--- config.mk ---
export PLATFORM = sky130hd
export DESIGN_NAME = packet_lag_delay_queue_core_flat
export DESIGN_NICKNAME = d
export VERILOG_FILES = /design/src/rtl/core/pldq_pkg.sv /design/src/rtl/core/pldq_item_if.sv /design/src/rtl/core/pldq_result_if.sv /design/src/rtl/core/pldq_cfg_if.sv /design/src/rtl/core/pldq_dp.sv /design/src/rtl/core/pldq_ctrl.sv /design/src/rtl/core/packet_lag_delay_queue_core.sv /design/src/flat_wrapper.sv
export VERILOG_INCLUDE_DIRS = /design/src /design/src/rtl/core
export SDC_FILE = /design/constraint.sdc
export NUM_CORES = 2
export LEC_CHECK = 0
export BUFFER_PORTS_ARGS = -buffer_cell sky130_fd_sc_hd__buf_4
export CORE_AREA = 5 5 545 439
export DETAILED_ROUTE_END_ITERATION = 7
export DIE_AREA = 0 0 550 444
export HOLD_SLACK_MARGIN = 0.08
export SETUP_SLACK_MARGIN = 0.2
export SYNTH_ARGS = -nofsm -noshare
export SYNTH_HDL_FRONTEND = slang
export SYNTH_SLANG_ARGS = --single-unit
--- constraint.sdc ---
create_clock -name i_clk -period 6.1 [get_ports i_clk]
set_clock_uncertainty 0.2 [all_clocks]
set_input_delay 1.83 -clock i_clk [delete_from_list [all_inputs] [get_ports i_clk]]
set_output_delay 1.83 -clock i_clk [all_outputs]
set_load 0.1 [all_outputs]
--- src/rtl/core/packet_lag_delay_queue_core_macros.svh ---
// ----------------------------------------------------------------------------
// Assertion macros used by the packet lag delay queue datapath.
// ----------------------------------------------------------------------------
`ifndef PACKET_LAG_DELAY_QUEUE_CORE_MACROS_SVH
`define PACKET_LAG_DELAY_QUEUE_CORE_MACROS_SVH

// Same-cycle implication, checked outside reset.
`define PLDQ_ASSERT_NOW(lbl, clk, rst_n, ante, cons, msg) \
    lbl: assert property (@(posedge clk) disable iff (!(rst_n)) (ante) |-> (cons)) \
        else $error(msg);

// Next-cycle implication, checked outside reset.
`define PLDQ_ASSERT_NEXT(lbl, clk, rst_n, ante, cons, msg) \
    lbl: assert property (@(posedge clk) disable iff (!(rst_n)) (ante) |=> (cons)) \
        else $error(msg);

`endif

--- src/rtl/core/pldq_pkg.sv ---
// ----------------------------------------------------------------------------
// pldq_pkg
// Types and constants of the packet lag delay queue.
// ----------------------------------------------------------------------------
`timescale 1ns / 1ps
`default_nettype none

package pldq_pkg;

    localparam logic [13:0] LAG_MAX_MS   = 14'd15000;
    localparam logic [13:0] LAG_RESET_MS = 14'd50;

    localparam logic KIND_PACKET = 1'b0;
    localparam logic KIND_TICK   = 1'b1;

    typedef enum logic [1:0] {
        CAUSE_PASS    = 2'd0,
        CAUSE_RELEASE = 2'd1,
        CAUSE_FLUSH   = 2'd2
    } t_cause;

    typedef enum logic [1:0] {
        CFG_LAG_MS       = 2'd0,
        CFG_LAG_INBOUND  = 2'd1,
        CFG_LAG_OUTBOUND = 2'd2
    } t_cfg_idx;

    typedef enum logic [2:0] {
        ST_IDLE,
        ST_READ,
        ST_CHECK,
        ST_FLUSH,
        ST_PASS,
        ST_LAST
    } t_state;

    typedef struct packed {
        logic [15:0] handle;
        logic        outbound;
        logic [31:0] stamp;
    } t_entry;

    typedef struct packed {
        logic [15:0] handle;
        logic        outbound;
        t_cause      cause;
        logic        last;
    } t_result;

    typedef struct packed {
        logic   accept;
        logic   pop;
        t_cause pop_cause;
        logic   emit_pass;
        logic   finish;
        logic   flush_load;
    } t_cmd;

    typedef struct packed {
        logic due;
        logic held_zero;
        logic full;
        logic pass;
        logic can_emit;
        logic out_free;
        logic pend_valid;
        logic flush_done;
    } t_stat;

endpackage

`default_nettype wire

--- src/rtl/core/pldq_item_if.sv ---
// ----------------------------------------------------------------------------
// pldq_item_if
// Input channel: packet arrivals and time ticks.
// ----------------------------------------------------------------------------
`timescale 1ns / 1ps
`default_nettype none

interface pldq_item_if;
    logic        valid;
    logic        ready;
    logic        kind;
    logic [15:0] packet_handle;
    logic        is_outbound;
    logic [31:0] now_ms;

    modport source (output valid, kind, packet_handle, is_outbound, now_ms, input ready);
    modport sink (input valid, kind, packet_handle, is_outbound, now_ms, output ready);
endinterface

`default_nettype wire

--- src/rtl/core/pldq_result_if.sv ---
// ----------------------------------------------------------------------------
// pldq_result_if
// Output channel: packets sent on, with the reason and an end marker.
// ----------------------------------------------------------------------------
`timescale 1ns / 1ps
`default_nettype none

interface pldq_result_if;
    logic        valid;
    logic        ready;
    logic [15:0] out_handle;
    logic        out_outbound;
    logic [1:0]  cause;
    logic        last;

    modport source (output valid, out_handle, out_outbound, cause, last, input ready);
    modport sink (input valid, out_handle, out_outbound, cause, last, output ready);
endinterface

`default_nettype wire

--- src/rtl/core/pldq_cfg_if.sv ---
// ----------------------------------------------------------------------------
// pldq_cfg_if
// Configuration write channel: register index and write data.
// ----------------------------------------------------------------------------
`timescale 1ns / 1ps
`default_nettype none

interface pldq_cfg_if;
    logic        valid;
    logic        ready;
    logic [1:0]  index;
    logic [13:0] data;

    modport source (output valid, index, data, input ready);
    modport sink (input valid, index, data, output ready);
endinterface

`default_nettype wire

--- src/rtl/core/pldq_dp.sv ---
// ----------------------------------------------------------------------------
// pldq_dp
// Datapath: queue memory, pointers, lag registers, due compare and the
// result staging and output registers.
// ----------------------------------------------------------------------------
`timescale 1ns / 1ps
`default_nettype none
`include "packet_lag_delay_queue_core_macros.svh"

module pldq_dp #(
    parameter int QUEUE_DEPTH = 32,
    parameter int FLUSH_COUNT = 16
) (
    input  wire                  i_clk,
    input  wire                  i_rst_n,
    input  pldq_pkg::t_cmd       i_cmd,
    output pldq_pkg::t_stat      o_stat,
    input  wire                  i_kind,
    input  wire  [15:0]          i_packet_handle,
    input  wire                  i_is_outbound,
    input  wire  [31:0]          i_now_ms,
    input  wire                  i_cfg_valid,
    input  wire  [1:0]           i_cfg_index,
    input  wire  [13:0]          i_cfg_data,
    output logic                 o_out_valid,
    input  wire                  i_out_ready,
    output logic [15:0]          o_out_handle,
    output logic                 o_out_outbound,
    output logic [1:0]           o_out_cause,
    output logic                 o_out_last
);

    localparam int PW = $clog2(QUEUE_DEPTH);
    localparam int HW = $clog2(QUEUE_DEPTH + 1);
    localparam int FW = $clog2(FLUSH_COUNT + 1);

    pldq_pkg::t_entry  r_mem [QUEUE_DEPTH];
    pldq_pkg::t_entry  r_rd_data;

    logic [PW-1:0]     r_rd_ptr, n_rd_ptr;
    logic [PW-1:0]     r_wr_ptr, n_wr_ptr;
    logic [HW-1:0]     r_held, n_held;
    logic [FW-1:0]     r_flush_cnt, n_flush_cnt;
    logic [13:0]       r_lag_ms;
    logic              r_lag_in;
    logic              r_lag_out;

    logic              r_kind;
    logic [15:0]       r_handle;
    logic              r_dir;
    logic [31:0]       r_now;
    logic              r_pass;

    pldq_pkg::t_result r_pend, r_out;
    logic              r_pend_v, r_out_v;

    logic              enabled, enq, produce, load_out, out_free;
    logic [PW-1:0]     rd_next, rd_addr;
    logic [31:0]       due_ms;
    pldq_pkg::t_result prod, out_word;

    assign enabled = i_is_outbound ? r_lag_out : r_lag_in;
    assign enq     = i_cmd.accept && (i_kind == pldq_pkg::KIND_PACKET) && enabled
                     && (r_held != HW'(QUEUE_DEPTH));

    assign rd_next  = (r_rd_ptr == PW'(QUEUE_DEPTH - 1)) ? '0 : r_rd_ptr + 1'b1;
    assign n_wr_ptr = (r_wr_ptr == PW'(QUEUE_DEPTH - 1)) ? '0 : r_wr_ptr + 1'b1;
    // While popping, fetch the next entry so the compare keeps one pop a cycle while the output is free.
    assign rd_addr  = i_cmd.pop ? rd_next : r_rd_ptr;

    // The stamp plus lag wraps modulo 2^32 before the compare.
    assign due_ms = r_rd_data.stamp + 32'(r_lag_ms);

    assign out_free = !r_out_v || i_out_ready;
    assign produce  = i_cmd.pop || i_cmd.emit_pass;
    assign load_out = r_pend_v && (produce || i_cmd.finish);

    always_comb begin
        if (i_cmd.pop) begin
            prod = '{handle: r_rd_data.handle, outbound: r_rd_data.outbound,
                     cause: i_cmd.pop_cause, last: 1'b0};
        end else begin
            prod = '{handle: r_handle, outbound: r_dir,
                     cause: pldq_pkg::CAUSE_PASS, last: 1'b0};
        end
        out_word      = r_pend;
        out_word.last = i_cmd.finish;
    end

    always_comb begin
        n_rd_ptr    = i_cmd.pop ? rd_next : r_rd_ptr;
        n_held      = r_held;
        n_flush_cnt = r_flush_cnt;
        if (enq) begin
            n_held = r_held + 1'b1;
        end else if (i_cmd.pop) begin
            n_held = r_held - 1'b1;
        end
        if (i_cmd.flush_load) begin
            n_flush_cnt = FW'(FLUSH_COUNT);
        end else if (i_cmd.pop && i_cmd.pop_cause == pldq_pkg::CAUSE_FLUSH) begin
            n_flush_cnt = r_flush_cnt - 1'b1;
        end
    end

    always_ff @(posedge i_clk) begin
        if (!i_rst_n) begin
            r_rd_ptr    <= '0;
            r_wr_ptr    <= '0;
            r_held      <= '0;
            r_flush_cnt <= '0;
            r_lag_ms    <= pldq_pkg::LAG_RESET_MS;
            r_lag_in    <= 1'b1;
            r_lag_out   <= 1'b1;
            r_pend_v    <= 1'b0;
            r_out_v     <= 1'b0;
            r_pass      <= 1'b0;
        end else begin
            r_rd_ptr    <= n_rd_ptr;
            r_held      <= n_held;
            r_flush_cnt <= n_flush_cnt;
            if (enq) begin
                r_wr_ptr <= n_wr_ptr;
            end
            if (i_cmd.accept) begin
                r_pass <= (i_kind == pldq_pkg::KIND_PACKET) && !enq;
            end
            if (i_cfg_valid) begin
                unique case (pldq_pkg::t_cfg_idx'(i_cfg_index))
                    pldq_pkg::CFG_LAG_MS: begin
                        r_lag_ms <= (i_cfg_data > pldq_pkg::LAG_MAX_MS) ?
                                    pldq_pkg::LAG_MAX_MS : i_cfg_data;
                    end
                    pldq_pkg::CFG_LAG_INBOUND:  r_lag_in  <= i_cfg_data[0];
                    pldq_pkg::CFG_LAG_OUTBOUND: r_lag_out <= i_cfg_data[0];
                    default: ;
                endcase
            end
            if (produce) begin
                r_pend_v <= 1'b1;
            end else if (i_cmd.finish) begin
                r_pend_v <= 1'b0;
            end
            if (load_out) begin
                r_out_v <= 1'b1;
            end else if (i_out_ready) begin
                r_out_v <= 1'b0;
            end
        end
    end

    always_ff @(posedge i_clk) begin
        if (i_cmd.accept) begin
            r_kind   <= i_kind;
            r_handle <= i_packet_handle;
            r_dir    <= i_is_outbound;
            r_now    <= i_now_ms;
        end
        if (produce) begin
            r_pend <= prod;
        end
        if (load_out) begin
            r_out <= out_word;
        end
    end

    always_ff @(posedge i_clk) begin
        if (enq) begin
            r_mem[r_wr_ptr] <= '{handle: i_packet_handle, outbound: i_is_outbound,
                                 stamp: i_now_ms};
        end
        r_rd_data <= r_mem[rd_addr];
    end

    assign o_stat = '{
        due:        (r_now > due_ms),
        held_zero:  (r_held == '0),
        full:       (r_held == HW'(QUEUE_DEPTH)),
        pass:       r_pass && (r_kind == pldq_pkg::KIND_PACKET),
        can_emit:   !r_pend_v || out_free,
        out_free:   out_free,
        pend_valid: r_pend_v,
        flush_done: (r_flush_cnt == '0)
    };

    assign o_out_valid    = r_out_v;
    assign o_out_handle   = r_out.handle;
    assign o_out_outbound = r_out.outbound;
    assign o_out_cause    = r_out.cause;
    assign o_out_last     = r_out.last;

    `PLDQ_ASSERT_NOW(a_held_bound, i_clk, i_rst_n, 1'b1, r_held <= HW'(QUEUE_DEPTH), "held count above queue depth")
    `PLDQ_ASSERT_NOW(a_pop_nonempty, i_clk, i_rst_n, i_cmd.pop, r_held != '0, "pop from an empty queue")
    `PLDQ_ASSERT_NOW(a_out_overwrite, i_clk, i_rst_n, load_out, out_free, "output register overwritten before its transaction")
    `PLDQ_ASSERT_NOW(a_ptr_match, i_clk, i_rst_n, (r_held == '0) || (r_held == HW'(QUEUE_DEPTH)), r_rd_ptr == r_wr_ptr, "pointers disagree with held count")
    `PLDQ_ASSERT_NEXT(a_finish_clears, i_clk, i_rst_n, i_cmd.finish && !produce, !r_pend_v, "staged result survived end of item")

endmodule

`default_nettype wire

--- src/rtl/core/pldq_ctrl.sv ---
// ----------------------------------------------------------------------------
// pldq_ctrl
// Controller: sequences intake, release scan, full-queue flush, pass-through
// and the end marker of each item.
// ----------------------------------------------------------------------------
`timescale 1ns / 1ps
`default_nettype none

module pldq_ctrl (
    input  wire              i_clk,
    input  wire              i_rst_n,
    input  wire              i_in_valid,
    output logic             o_in_ready,
    input  pldq_pkg::t_stat  i_stat,
    output pldq_pkg::t_cmd   o_cmd
);

    pldq_pkg::t_state r_state, n_state;
    logic             release_now;

    assign release_now = !i_stat.held_zero && i_stat.due;

    always_ff @(posedge i_clk) begin
        if (!i_rst_n) begin
            r_state <= pldq_pkg::ST_IDLE;
        end else begin
            r_state <= n_state;
        end
    end

    always_comb begin
        n_state = r_state;
        unique case (r_state)
            pldq_pkg::ST_IDLE: begin
                if (i_in_valid) n_state = pldq_pkg::ST_READ;
            end
            pldq_pkg::ST_READ: begin
                n_state = pldq_pkg::ST_CHECK;
            end
            pldq_pkg::ST_CHECK: begin
                if (!release_now) begin
                    n_state = i_stat.full ? pldq_pkg::ST_FLUSH : pldq_pkg::ST_PASS;
                end
            end
            pldq_pkg::ST_FLUSH: begin
                if (i_stat.flush_done || i_stat.held_zero) n_state = pldq_pkg::ST_PASS;
            end
            pldq_pkg::ST_PASS: begin
                if (!i_stat.pass || i_stat.can_emit) n_state = pldq_pkg::ST_LAST;
            end
            pldq_pkg::ST_LAST: begin
                if (!i_stat.pend_valid || i_stat.out_free) n_state = pldq_pkg::ST_IDLE;
            end
            default: n_state = pldq_pkg::ST_IDLE;
        endcase
    end

    always_comb begin
        o_cmd      = '0;
        o_in_ready = 1'b0;
        unique case (r_state)
            pldq_pkg::ST_IDLE: begin
                o_in_ready   = 1'b1;
                o_cmd.accept = i_in_valid;
            end
            pldq_pkg::ST_READ: ;
            pldq_pkg::ST_CHECK: begin
                if (release_now) begin
                    o_cmd.pop       = i_stat.can_emit;
                    o_cmd.pop_cause = pldq_pkg::CAUSE_RELEASE;
                end else begin
                    o_cmd.flush_load = i_stat.full;
                end
            end
            pldq_pkg::ST_FLUSH: begin
                o_cmd.pop = !i_stat.flush_done && !i_stat.held_zero && i_stat.can_emit;
                o_cmd.pop_cause = pldq_pkg::CAUSE_FLUSH;
            end
            pldq_pkg::ST_PASS: begin
                o_cmd.emit_pass = i_stat.pass && i_stat.can_emit;
            end
            pldq_pkg::ST_LAST: begin
                o_cmd.finish = i_stat.pend_valid && i_stat.out_free;
            end
            default: ;
        endcase
    end

endmodule

`default_nettype wire

--- src/rtl/core/packet_lag_delay_queue_core.sv ---
// ----------------------------------------------------------------------------
// packet_lag_delay_queue_core
// Lag emulator queue: holds packets for a set delay, releases them oldest
// first, flushes a batch when full and passes the rest straight through.
//
//  Port       Dir  Payload                                    Transaction
//  i_item     in   kind, packet_handle, is_outbound, now_ms   one arrival/tick
//  o_result   out  out_handle, out_outbound, cause, last      one sent packet
//  i_cfg      in   index, data                                one register
//
// An item passes through intake, memory read, release scan, a flush when the
// queue is full after the scan, pass-through and the end marker. The single
// registered read port of the queue memory sets the one-pop-per-cycle pace.
// Results are staged one deep so the final one can carry the end marker.
// A stalled output holds the scan in place; configuration is always ready.
// Reset empties the queue and loads lag 50 ms with both directions delayed.
// ----------------------------------------------------------------------------
`timescale 1ns / 1ps
`default_nettype none

module packet_lag_delay_queue_core #(
    parameter int QUEUE_DEPTH = 32,
    parameter int FLUSH_COUNT = 16
) (
    input  wire               i_clk,
    input  wire               i_rst_n,
    pldq_item_if.sink         i_item,
    pldq_result_if.source     o_result,
    pldq_cfg_if.sink          i_cfg
);

    pldq_pkg::t_cmd  cmd;
    pldq_pkg::t_stat stat;

    assign i_cfg.ready = 1'b1;

    pldq_ctrl u_ctrl (
        .i_clk      (i_clk),
        .i_rst_n    (i_rst_n),
        .i_in_valid (i_item.valid),
        .o_in_ready (i_item.ready),
        .i_stat     (stat),
        .o_cmd      (cmd)
    );

    pldq_dp #(
        .QUEUE_DEPTH (QUEUE_DEPTH),
        .FLUSH_COUNT (FLUSH_COUNT)
    ) u_dp (
        .i_clk           (i_clk),
        .i_rst_n         (i_rst_n),
        .i_cmd           (cmd),
        .o_stat          (stat),
        .i_kind          (i_item.kind),
        .i_packet_handle (i_item.packet_handle),
        .i_is_outbound   (i_item.is_outbound),
        .i_now_ms        (i_item.now_ms),
        .i_cfg_valid     (i_cfg.valid),
        .i_cfg_index     (i_cfg.index),
        .i_cfg_data      (i_cfg.data),
        .o_out_valid     (o_result.valid),
        .i_out_ready     (o_result.ready),
        .o_out_handle    (o_result.out_handle),
        .o_out_outbound  (o_result.out_outbound),
        .o_out_cause     (o_result.cause),
        .o_out_last      (o_result.last)
    );

endmodule

`default_nettype wire

--- src/flat_wrapper.sv ---
// flat-port wrapper written by rule: the top's interface ports become plain ports
module packet_lag_delay_queue_core_flat 
#(
    parameter int QUEUE_DEPTH = 32,
    parameter int FLUSH_COUNT = 16
)
  (i_clk, i_rst_n, i_item_valid, i_item_kind, i_item_packet_handle, i_item_is_outbound, i_item_now_ms, i_item_ready, o_result_valid, o_result_out_handle, o_result_out_outbound, o_result_cause, o_result_last, o_result_ready, i_cfg_valid, i_cfg_index, i_cfg_data, i_cfg_ready);
  pldq_item_if i_item_i ();
  pldq_result_if o_result_i ();
  pldq_cfg_if i_cfg_i ();
  input  wire i_clk;
  input  wire i_rst_n;
  input wire logic [$bits(i_item_i.valid)-1:0] i_item_valid;
  input wire logic [$bits(i_item_i.kind)-1:0] i_item_kind;
  input wire logic [$bits(i_item_i.packet_handle)-1:0] i_item_packet_handle;
  input wire logic [$bits(i_item_i.is_outbound)-1:0] i_item_is_outbound;
  input wire logic [$bits(i_item_i.now_ms)-1:0] i_item_now_ms;
  output wire logic [$bits(i_item_i.ready)-1:0] i_item_ready;
  output wire logic [$bits(o_result_i.valid)-1:0] o_result_valid;
  output wire logic [$bits(o_result_i.out_handle)-1:0] o_result_out_handle;
  output wire logic [$bits(o_result_i.out_outbound)-1:0] o_result_out_outbound;
  output wire logic [$bits(o_result_i.cause)-1:0] o_result_cause;
  output wire logic [$bits(o_result_i.last)-1:0] o_result_last;
  input wire logic [$bits(o_result_i.ready)-1:0] o_result_ready;
  input wire logic [$bits(i_cfg_i.valid)-1:0] i_cfg_valid;
  input wire logic [$bits(i_cfg_i.index)-1:0] i_cfg_index;
  input wire logic [$bits(i_cfg_i.data)-1:0] i_cfg_data;
  output wire logic [$bits(i_cfg_i.ready)-1:0] i_cfg_ready;
  assign i_item_i.valid = i_item_valid;
  assign i_item_i.kind = i_item_kind;
  assign i_item_i.packet_handle = i_item_packet_handle;
  assign i_item_i.is_outbound = i_item_is_outbound;
  assign i_item_i.now_ms = i_item_now_ms;
  assign i_item_ready = i_item_i.ready;
  assign o_result_valid = o_result_i.valid;
  assign o_result_out_handle = o_result_i.out_handle;
  assign o_result_out_outbound = o_result_i.out_outbound;
  assign o_result_cause = o_result_i.cause;
  assign o_result_last = o_result_i.last;
  assign o_result_i.ready = o_result_ready;
  assign i_cfg_i.valid = i_cfg_valid;
  assign i_cfg_i.index = i_cfg_index;
  assign i_cfg_i.data = i_cfg_data;
  assign i_cfg_ready = i_cfg_i.ready;
  packet_lag_delay_queue_core #(.QUEUE_DEPTH(QUEUE_DEPTH), .FLUSH_COUNT(FLUSH_COUNT)) u_core (.i_clk(i_clk), .i_rst_n(i_rst_n), .i_item(i_item_i), .o_result(o_result_i), .i_cfg(i_cfg_i));
endmodule
# Word level (Yosys, flattened, before mapping)
# Memory sizes are Yosys's and may differ from the RTL's. A register that Yosys moved wholly into a read port is not among the register bits.
# Cells that the tools add are included.
[totals]
reg_bits = 132
mem_bits_rw = 1568
inputBits = 71
out_inout_bits = 23
wordCells = 120
mem_count = 1
[classes]
addsub = 6
magnitude_cmp = 2
eq_ne = 17
mux = 31
bitwise = 3
reduce_logical = 37
[memory_table]
columns = ["name", "words", "width", "read_ports", "rd_clocked_by_memory_dff", "wr", "line", "rtl"]
rows = [
  ["u_core.u_dp.r_mem", 32, 49, 1, 1, 1, "pldq_dp.sv:37", "pldq_pkg::t_entry r_mem [QUEUE_DEPTH];"],
]
[op_table]
columns = ["cell", "n"]
rows = [
  ["32-bit by 14-bit adder with 32-bit output", 1],
  ["32-bit > comparator", 1],
  ["5-bit two-way mux", 5],
  ["3-bit two-way mux", 7],
  ["20-bit two-way mux", 1],
  ["3-bit one-hot mux with 6 select lines", 1],
  ["14-bit > comparator (second input constant)", 1],
  ["14-bit two-way mux", 1],
  ["1-bit two-way mux", 13],
  ["1-bit logical AND", 12],
  ["6-bit two-way mux", 2],
  ["5-bit by 1-bit adder with 5-bit output (second input constant)", 2],
  ["5-bit == test (second input constant)", 2],
  ["2-bit inequality test (second input constant)", 5],
  ["2-bit nonzero test", 4],
  ["6-bit by 1-bit adder with 6-bit output (second input constant)", 1],
  ["3-bit by 2-bit == test with 1-bit output (second input constant)", 2],
  ["3-bit == test (second input constant)", 2],
  ["6-bit == test (second input constant)", 1],
  ["1-bit logical NOT", 6],
  ["6-bit logical NOT", 1],
  ["1-bit logical OR", 6],
  ["6-bit inequality test (second input constant)", 1],
  ["3-bit one-hot mux with 2 select lines", 1],
  ["12 further kinds", 17],
]

# Logic depth before layout (Yosys ltp)
[logic_depth]
word_depth = 9
mapped_depth = 27
ltp_nobuf = 24

# Modules after synthesis
# Synthesis repeated with hierarchy kept, for this count alone.
[hier_totals]
hier_cells = 4126
area_unflattened_um2 = 70685.3
[modules_own_cells]
columns = ["module", "instances", "cells_each", "area_per_inst_um2", "seq_area_each_um2"]
rows = [
  ["pldq_dp", 1, 4084, 70350.0, 51539.4],
  ["pldq_ctrl", 1, 40, 324.1, 60.1],
  ["packet_lag_delay_queue_core", 1, 2, 11.3, 0.0],
]

# Worst setup path before layout
# Ideal clock, no wire load.
[synth_timing]
path_type = "register to register"
startpoint = "reg u_core.u_ctrl.r_state[0]"
endpoint = "mem u_core.u_dp.r_mem[31][0] (netlist name), enable pin"
arrival_ns = 5.935
setup_slack_ns = -0.491
stages_incl_launch_ff = 7
path_buffers = 1
period_less_slack_ns = 6.591
cell_sequence = "dfxtp_1 > clkbuf_1 > nor3_1 > nand2_1 > nor3_1 > nand2_1 > nor2_1"
[synth_via]
elab_chain_len = 7
[synth_rtl]
columns = ["element", "line", "rtl"]
rows = [
  ["from (decl)", "pldq_ctrl.sv:18", "pldq_pkg::t_state r_state, n_state;"],
  ["from (signal assigned)", "pldq_ctrl.sv:25", "r_state <= pldq_pkg::ST_IDLE;"],
  ["from (signal assigned)", "pldq_ctrl.sv:27", "r_state <= n_state;"],
  ["3-bit logical NOT", "pldq_ctrl.sv:61", "unique case (r_state)"],
  ["1-bit two-way mux", "pldq_ctrl.sv:61", ""],
  ["1-bit logical AND (2 in a row)", "pldq_dp.sv:63", "assign enq = i_cmd.accept && (i_kind == pldq_pkg::KIND_PACKET) && enabled"],
  ["1-bit logical AND", "pldq_dp.sv:64", "&& (r_held != HW'(QUEUE_DEPTH));"],
  ["1-bit two-way mux", "pldq_dp.sv:168", "if (enq) begin"],
  ["1-bit two-way mux (implied by the code)", "pldq_dp.sv:169", "r_mem[r_wr_ptr] <= '{handle: i_packet_handle, outbound: i_is_outbound,"],
  ["to (decl)", "pldq_dp.sv:37", ""],
]
# Every way passes these cells.

# Final worst setup path
[layout_timing]
startpoint = "reg, netlist name u_core.u_dp.r_rd_data[1]"
endpoint = "reg, netlist name u_core.u_dp.r_rd_data[12]"
[layout_via]
elab_chain_len = 6
[layout_rtl]
columns = ["element", "line", "rtl"]
rows = [
  ["32-bit by 14-bit adder with 32-bit output", "pldq_dp.sv:72", "assign due_ms = r_rd_data.stamp + 32'(r_lag_ms);"],
  ["32-bit > comparator", "pldq_dp.sv:176", "due: (r_now > due_ms),"],
  ["1-bit logical AND", "pldq_ctrl.sv:21", "assign release_now = !i_stat.held_zero && i_stat.due;"],
  ["3-bit two-way mux", "pldq_ctrl.sv:68", "if (release_now) begin"],
  ["3-bit one-hot mux with 2 select lines", "pldq_ctrl.sv:61", ""],
  ["5-bit two-way mux", "--", ""],
]
# Every way passes these cells.
# A chain may end at the register's enable or synchronous reset.

==> run metrics <==
synthesized cell area roughly 0.070 mm²; final WL 204100 µm; Yosys warnings 0; Detail Placement HPWL around 110000 µm; Post-synth ARST share 0; Synth area leader edfxtp_1; Mapped Cells around 4000; GRT Util Overall 0.1550; EDFF count, synth around 1700; synth-to-layout area growth 25.76%; DR iter-0 viols approximately 4200; Peak Freq between 150 and 200 MHz; I/O pin cnt 94; Worst EP arrival around 6500 ps; Final Hold Vio Count 0; layout cell share with drive strength beyond 1 0.2393; # nets final 4586; maximum vdd drop ~0.22 mV; post-layout util 0.3753; Worst Setup End Kind flop; Synthesized Nets 4018; ranking of synthesized cells by area edfxtp_1 71%, mux2i_1 17%, dfxtp_1 2.6%, o22ai_1 1.8%, ha_1 1.1%; Num CTS Buffers between 150 and 200; Yosys top cell area share 0.7144; fin area around 0.088 mm²; Startpoint Class flop; gpl congestion approximately 0.79; # H-tree levels 4; fin crit period between 5000 and 6000 ps; DRC Markers 0; Port Buffer Count 92; status finished clean; multi-input logic area between 0.015 and 0.02 mm²; Critical Path RT roughly 6700 ps; Antenna Violating Nets Remaining 0; Yosys reg bits about 1700; FILL cells between 20000 and 25000; hold bufs inserted after CTS 0; Die ar. around 0.24 mm²; Critical Path Max Stage Delay 360 ps; fin cells just under 8000; sequential share of the synthesized area 0.7409; largest net degree at the start of global routing 50; Initial DRT Pass Iterations 5; RSZ-0062 raised after global routing true; TNS Setup 0 ps; placed inst area roughly 0.077 mm²; crit path max-delay cell type a2111oi_4; Via density 4.980; Synth cell types a little over 70; first-pass GRT wire length ~270000 µm; endpoints failing setup 0; Syn Area/Cell about 18 µm²; main flop type after synthesis edfxtp_1; Starting Density 0.2985; Skew-Pair Late Insertion Delay around 830 ps; worst-path maximum fanout 5; Clock transition at path regs roughly 60 ps; Vias a little under 40000; Max-Cap Viols 0; Setup Crit Path Kind reg2reg; WL per Instance 26.32 µm; Slew Limit Fails 0; core region area between 0.2 and 0.25 mm²; Pleak 36.25 nW; Rows 159; clock buffer depth 3; Die X between 500 and 600 µm; Tcrit/Tclk final 0.9772; Placed Cells incl. Taps just over 7000; Worst Hold Class reg2reg; worst slew pin tran about 1100 ps; most common cell type on the critical path buf_4; initial antenna violation count 15; PD cells ~320 mW/mm²; total grt overflow 0; Register Area 0.05161 mm²; CTS Sinks between 1500 and 2000; CTS root buf clkbuf_16; vias in the first global route 36370; chip height roughly 440 µm; Relative slew margins 0.2386; TritonCTS clock tree built
## cell usage after synthesis (20+ instances only)
cell type and number:
edfxtp_1 1657, mux2i_1 1179, o22ai_1 197, nand2_1 109, dfxtp_1 92, buf_4 72
nor2_1 70, ha_1 59, buf_2 58, clkbuf_1 41, nor4_1 32, a21oi_1 28
xnor2_1 21, nand3_1 20, nor2b_1 20, nor4_2 20
## through the flow
step	power [mW]	hold WS, ps	setup WS, ps
after floorplan	15.69	200.3	511.7
after global placement	16.63	204.8	-439.3
after detailed placement	16.69	207.2	-315.7
after CTS	27.60	220.5	170.9
after global routing	28.81	223.5	-84.21
final	27.88	215.8	139.1
## report_power, final
part	leakage, nW	switching, mW	total (mW)	internal (mW)
sequential	15.7	0.153	13.5	13.4
clock	2.83	4.65	10.8	6.14
combinational	17.7	1.84	3.53	1.70
## critical path: cells and delay by family (launching register included)
family	cells	cell delay (ps)
compound gates	10	1680
xor+xnor	1	60
fa+ha+maj	2	550
buf+inv	10	1560
flops	1	340
mux	2	320
simple gates	7	1170
## layer usage
metal / wire (µm) / up-vias / track usage / part of all wire
li1: - / 16590 / - / -
met1: 90190 / 20220 / 0.2234 / 0.44
met2: 93900 / 1524 / 0.2425 / 0.46
met3: 15660 / 290 / 0.03046 / 0.077
met4: 4306 / 12 / 0.03365 / 0.021
met5: 78 / - / 0 / 0.00038
## final cells by class
| type | instances | area share |
|---|---|---|
| sequential | 1749 | 0.5892 |
| multi-input combinational | 1930 | 0.2106 |
| timing repair buffer | 573 | 0.08731 |
| clock buffer | 261 | 0.05714 |
| tap | 3139 | 0.04484 |
| clock inverter | 76 | 0.009757 |
| inverter | 20 | 0.0008857 |
| antenna | 9 | 0.0002571 |
## layout by cell type, fill, tap and decap left out, types with 12 or more instances in the layout
cell / Yosys / final
xnor2_1: 21 / 19
clkbuf_8: 0 / 15
nand3_1: 20 / 18
nor4_1: 32 / 14
nor2_4: 0 / 33
o22ai_1: 197 / 127
clkinv_1: 0 / 20
mux2i_4: 2 / 16
buf_4: 72 / 302
nor2b_1: 20 / 20
inv_1: 18 / 15
xor2_1: 16 / 16
mux2i_1: 1179 / 1116
buf_16: 0 / 43
o22ai_2: 0 / 61
o21ai_0: 18 / 13
buf_6: 16 / 60
clkbuf_1: 41 / 63
clkbuf_16: 0 / 219
nand2_1: 109 / 105
dfxtp_1: 92 / 87
ha_1: 59 / 57
nor4_2: 20 / 34
a21oi_1: 28 / 22
edfxtp_1: 1657 / 1657
mux2i_2: 0 / 49
clkinv_2: 0 / 22
a21boi_0: 13 / 12
nor2_1: 70 / 35
buf_12: 0 / 122
## cells by family (layout without fill, tap and decap cells)
logic type                 Yosys count  count (layout)  synth area share
other                                1              10        0.00005384
adders and majority gates           61              61           0.01117
and+or+nand+nor                    338             338           0.02600
AOI/OAI and AO/OA                  311             311           0.02916
xor gates and xnor gates            37              37          0.004653
DFF                               1749            1749            0.7409
buffers and inverters              207             930           0.01784
muxes                             1182            1182            0.1703
## sequential cells by signal, indices dropped and copies added (netlist names), 2 cells and up
register,flops
u_core.u_dp.r_flush_cnt,5
u_core.u_dp.r_wr_ptr,5
u_core.u_dp.r_mem,1568
u_core.u_dp.r_rd_ptr,5
u_core.u_dp.r_lag_ms,14
u_core.u_dp.r_rd_data,49
u_core.u_dp.r_held,6
u_core.u_dp.r_handle,16
u_core.u_ctrl.r_state,3
u_core.u_dp.o_out_cause,2
u_core.u_dp.r_now,32
u_core.u_dp.out_word,19
u_core.u_dp.o_out_handle,16
## what timing repair did
| action | 4_1_cts | 5_1_grt |
|---|---|---|
| setup endpoints to repair | 54 | 49 |
| cloned | 12 | 38 |
| pin swaps | 16 | 103 |
| resized for setup | 84 | 311 |
| setup buffers | 20 | 111 |
## path summary, 6_finish.rpt
check	start	endpoint	slack [ps]	depth (start not counted)
worst min register to register	u_core.u_dp.out_word[8]	u_core.u_dp.o_out_handle[4]	220	0
worst min-delay path	u_core.u_dp.out_word[8]	u_core.u_dp.o_out_handle[4]	220	0
worst max-delay path	u_core.u_dp.r_rd_data[1]	u_core.u_dp.r_rd_data[12]	140	32
worst max register to register	u_core.u_dp.r_rd_data[1]	u_core.u_dp.r_rd_data[12]	140	32
Note: power is estimated with default switching activity, not from simulation.
